==> src/hw/rtl/bpc_pkg.sv <==
`default_nettype none

package bpc_pkg;

    // configuration port geometry
    localparam int APB_ADDR_W = 5;
    localparam int APB_DATA_W = 32;
    localparam int REG_IDX_W  = 3;

    // register indexes (byte address is 4 * index)
    localparam logic [REG_IDX_W-1:0] REG_C1 = 3'd0;
    localparam logic [REG_IDX_W-1:0] REG_C2 = 3'd1;
    localparam logic [REG_IDX_W-1:0] REG_C3 = 3'd2;
    localparam logic [REG_IDX_W-1:0] REG_C4 = 3'd3;
    localparam logic [REG_IDX_W-1:0] REG_C5 = 3'd4;
    localparam logic [REG_IDX_W-1:0] REG_C6 = 3'd5;

    // compensation constants
    localparam logic signed [18:0] TEMP_NOMINAL  = 19'sd2000;
    localparam logic signed [19:0] TEMP_LOW_SPAN = 20'sd3500;

    // calibration words as seen by the datapath
    typedef struct packed {
        logic [15:0] c1;
        logic [15:0] c2;
        logic [15:0] c3;
        logic [15:0] c4;
        logic [15:0] c5;
        logic [15:0] c6;
    } bpc_cal_t;

endpackage

`default_nettype wire

==> src/hw/rtl/bpc_regs.sv <==
`default_nettype none

module bpc_regs
(
    input  wire logic                            clk,
    input  wire logic                            rst_n,
    input  wire logic                            psel,
    input  wire logic                            penable,
    input  wire logic                            pwrite,
    input  wire logic [bpc_pkg::APB_ADDR_W-1:0]  paddr,
    input  wire logic [bpc_pkg::APB_DATA_W-1:0]  pwdata,
    output logic      [bpc_pkg::APB_DATA_W-1:0]  prdata,
    output logic                                 pready,
    output bpc_pkg::bpc_cal_t                    cal
);

    import bpc_pkg::*;

    bpc_cal_t               cal_reg;
    bpc_cal_t               cal_next;
    logic [REG_IDX_W-1:0]   idx;
    logic                   wr_en;
    logic [15:0]            rd_word;

    assign idx    = paddr[APB_ADDR_W-1:2];
    assign wr_en  = psel && penable && pwrite;
    assign pready = 1'b1;
    assign cal    = cal_reg;

    // register write decode, unknown indexes are dropped
    always_comb
    begin
        cal_next = cal_reg;
        if (wr_en)
        begin
            case (idx)
                REG_C1:  cal_next.c1 = pwdata[15:0];
                REG_C2:  cal_next.c2 = pwdata[15:0];
                REG_C3:  cal_next.c3 = pwdata[15:0];
                REG_C4:  cal_next.c4 = pwdata[15:0];
                REG_C5:  cal_next.c5 = pwdata[15:0];
                REG_C6:  cal_next.c6 = pwdata[15:0];
                default: cal_next = cal_reg;
            endcase
        end
    end

    always_ff @(posedge clk or negedge rst_n)
    begin
        if (!rst_n)
        begin
            cal_reg <= '0;
        end
        else
        begin
            cal_reg <= cal_next;
        end
    end

    // read mux
    always_comb
    begin
        case (idx)
            REG_C1:  rd_word = cal_reg.c1;
            REG_C2:  rd_word = cal_reg.c2;
            REG_C3:  rd_word = cal_reg.c3;
            REG_C4:  rd_word = cal_reg.c4;
            REG_C5:  rd_word = cal_reg.c5;
            REG_C6:  rd_word = cal_reg.c6;
            default: rd_word = 16'd0;
        endcase
    end

    assign prdata = {{(APB_DATA_W-16){1'b0}}, rd_word};

endmodule

`default_nettype wire

==> config.mk <==
export PLATFORM = sky130hd
export DESIGN_NAME = bpc_regs
export DESIGN_NICKNAME = d
export VERILOG_FILES = /design/src/hw/rtl/bpc_pkg.sv /design/src/hw/rtl/bpc_regs.sv
export SDC_FILE = /design/constraint.sdc
export NUM_CORES = 1
export LEC_CHECK = 0
export BUFFER_PORTS_ARGS = -buffer_cell sky130_fd_sc_hd__buf_2
export CAP_MARGIN = 20
export CORE_UTILIZATION = 31
export DETAILED_ROUTE_END_ITERATION = 16
export MAX_ROUTING_LAYER = met4
export PLACE_DENSITY_LB_ADDON = 0.3
export SLEW_MARGIN = 20
export SYNTH_ARGS = -nofsm -noshare
export SYNTH_HDL_FRONTEND = slang
export SYNTH_SLANG_ARGS = --single-unit
==> constraint.sdc <==
create_clock -name clk -period 1.36 [get_ports clk]
set_input_delay 0.136 -clock clk [delete_from_list [all_inputs] [get_ports clk]]
set_output_delay 0.136 -clock clk [all_outputs]
set_load 0.01 [all_outputs]
==> impl_results.md <==
* Commonest non-fill, non-tap cells in the layout: 133 x buf_2, 96 x dfrtp_1, 71 x buf_4
* Peak supply drop at 599 uV
* Via Count at 3500
* Core ar. at 14600 um^2
* # IOs at 171
* Tcrit/Tclk final at 117%
* Overflow after GRT at 0
* DP Wirelength at roughly 9500 um
* Design area at about 6500 um^2
* Simple-Gate Fraction of Synth Area at under 10%
* CTS tree: built
* Post-DRT Antenna Nets at 0
* Gr usage total at between 10% and 20%
* Final net count at 587
* Die ar. at approximately 15000 um^2
* Psw at ~2.6 mW
* Initial antenna violation count at 0
* Cell row count at 44
* Startpoint class of the critical path: flip-flop
* Critical path cell sequence: mux2_4 > a221oi_2 > a31oi_1 > buf_2
* Pin count of the biggest net entering global routing at 48
* First-pass DRT Iterations at 4
* M1 GR Usage at ~22%
* Largest family of logic cells by synthesized area: multiplexers
* Final core occ at between 40% and 50%
* CP Capture Type: primary output
* Per-cell routed wire length at approximately 18 um
* Die height at roughly 120 um
* Placed instance area at 5800 um^2
* Hold Crit Class: input pin to flip-flop
* Reg clk slew, reported paths at approximately 0.060 ns
* Clock Skew at 0 ns
* P_leak at 3.39 nW
* Library cells used by synthesis at 29
* Area delta synth->final at 39.5%
* Slowest CP cell: dfrtp_1
* Seq/Total Area, Yosys at between 50% and 60%
* Met2 GRT Util at between 20% and 30%
* RSZ-0062 raised after global routing: yes
* Cell Pwr Density at approximately 1400 nW/um^2
* Vias per cell at 4.77
* Final TNS setup at -1.72 ns
* Xor/xnor share of the synthesized area at 0%
* Synth async-reset ratio at 100%
* Cell count after placement at around 670
* GR Layer Usage met3 at under 10%
* Clk root buf: clkbuf_16
* Filler cells at roughly 1300
* Ys flop type: dfrtp_1
* Max reg flops at 96
* Total Power at 8.76 mW
* Period minus WS final at between 1.5 and 2 ns
* Routability congestion estimate at ~0.79
* Switch share at between 20 and 30%
* Tightest hold margin at a little over 0.08 ns
* Post-synth EDFFs at 0
* Hold Fails Final Rpt at 0
* GR peak layer: met2
* Critical path peak fanout at 2
* Layout cells sized above 1 at 55.9%
* Die Wd at 124 um
* Setup ws final at -0.232 ns
* Mux cell area share after synthesis at about a third
* Finished Layout Cells at around 730
* Worst skew pair latency at between 0.3 and 0.4 ns
* Compound-gate portion of the synthesized area at between 5 and 6%
* Seq pwr share at a little over two fifths
* Starting DRC count in detailed routing at 140
* Commonest non-fill, non-tap cell in the layout: buf_2
* Slew Limit Fails at 0
* Cell Area, Synth at around 4600 um^2
* Power Internal at about 6.2 mW
* Endpoints failing setup at 15
* CTS sink cnt at 96
* Critical Path RT at approximately 1.2 ns
* Logic pwr share at a little under a third
* Clock buffer depth at 2
* Worst path arrival time at approximately 1.5 ns
* Crit-path max cell delay at around 0.38 ns
* Syn Area/Cell at ~14 um^2
* Max-cap check violation count at 0
* Synth Instances at approximately 340
* Failing checks: negative setup slack
* Global-route wire length before repair at ~20000 um
* Setup WS pre-CTS at -0.138 ns
* Drt drc at 0
* Vias in the first global route at between 3000 and 4000
* Fmax at 628 MHz
* Clock power share at between 20% and 30%
* Antenna cells at 0
* Warnings, synthesis at 0
* Status: finished with violations
* WL final at 13000 um
* Path type of the worst setup path: flip-flop to primary output
* Number of port buffers at around 140
* #FFs+latches synth at 96
* Adder-Cell Fraction of Synth Area at 0%
* Initial core utilization at about a third
* H-tree levels at 3
* Num CTS Buffers at 9
==> synth_stat cells, drive strengths merged (2+ instances only) <==
cell type | count | area (um^2)
mux2 | 107 | 1200
dfrtp | 96 | 2400
buf | 31 | 239
mux2i | 27 | 270
nor2 | 10 | 100
nand2 | 9 | 33.8
o21ai | 9 | 45.0
a211o | 6 | 52.6
a21oi | 6 | 30.0
o22a | 6 | 52.6
a221oi | 4 | 35.0
a31oi | 4 | 25.0
clkbuf | 3 | 11.3
nor3b | 3 | 22.5
o2bb2ai | 3 | 26.3
conb | 2 | 7.51
nand2b | 2 | 12.5
==> layer usage <==
metal,wire (um),vias to the layer above
met4,121,0
met3,640,12
met2,6360,112
met5,0,-
li1,-,1619
met1,5840,1757
==> path summary, 6_finish.rpt <==
kind                       slack, ns                   to  cells after the start                 from
max in group asynchronous       0.67  cal[43]$_DFFE_PN0P_                      3                rst_n
hold reg to reg                 0.51  cal[14]$_DFFE_PN0P_                      1  cal[14]$_DFFE_PN0P_
hold / removal                  0.08  cal[77]$_DFFE_PN0P_                      2           pwdata[13]
min in group asynchronous       0.17  cal[80]$_DFFE_PN0P_                      2                rst_n
setup / recovery               -0.23           prdata[11]                      4  cal[91]$_DFFE_PN0P_
setup reg to reg                0.32  cal[93]$_DFFE_PN0P_                      3  cal[93]$_DFFE_PN0P_
==> power by group through the flow <==
| stage | combinational (mW) | clock [mW] | sequential [mW] |
|---|---|---|---|
| 6_report | 2.64 | 2.33 | 3.79 |
| 4_1_cts | 2.57 | 2.40 | 3.80 |
| 5_1_grt | 2.85 | 2.53 | 3.86 |
| 3_5_place_dp | 2.18 | 0 | 3.90 |
| 3_3_place_gp | 2.14 | 0 | 3.87 |
| 2_1_floorplan | 0.910 | 0 | 4.08 |
==> cell families after synthesis <==
family | count (synthesis)
and+or+nand+nor | 30
muxes | 134
other | 2
AOI/OAI and AO/OA | 38
buffers and inverters | 35
DFF | 96
==> final cells by class <==
class / instances / area [um^2] / share of cell area (%)
Sequential cell: 96 / 2400 / 37.1
Clock buffer: 15 / 268 / 4.13
Inverter: 1 / 3.75 / 0.0579
Tap cell: 184 / 230 / 3.55
Multi-Input combinational cell: 219 / 2120 / 32.7
Timing Repair Buffer: 218 / 1460 / 22.5
==> critical path: cells and delay by family, from the launching register on <==
kind | cells | cell delay (ns)
buf+inv | 1 | 0.15
flops | 1 | 0.38
mux | 1 | 0.27
compound gates | 2 | 0.32
==> repair_timing <==
action                                 4_1_cts  5_1_grt
pin swaps                                   13       12
setup endpoints to repair                   16       16
endpoints found under the hold margin       96        0
resized for setup                           19        6
cloned                                       0        0
hold buffers                                 1        0
setup buffers                               35        9
Note: power is estimated with default switching activity, not from simulation.
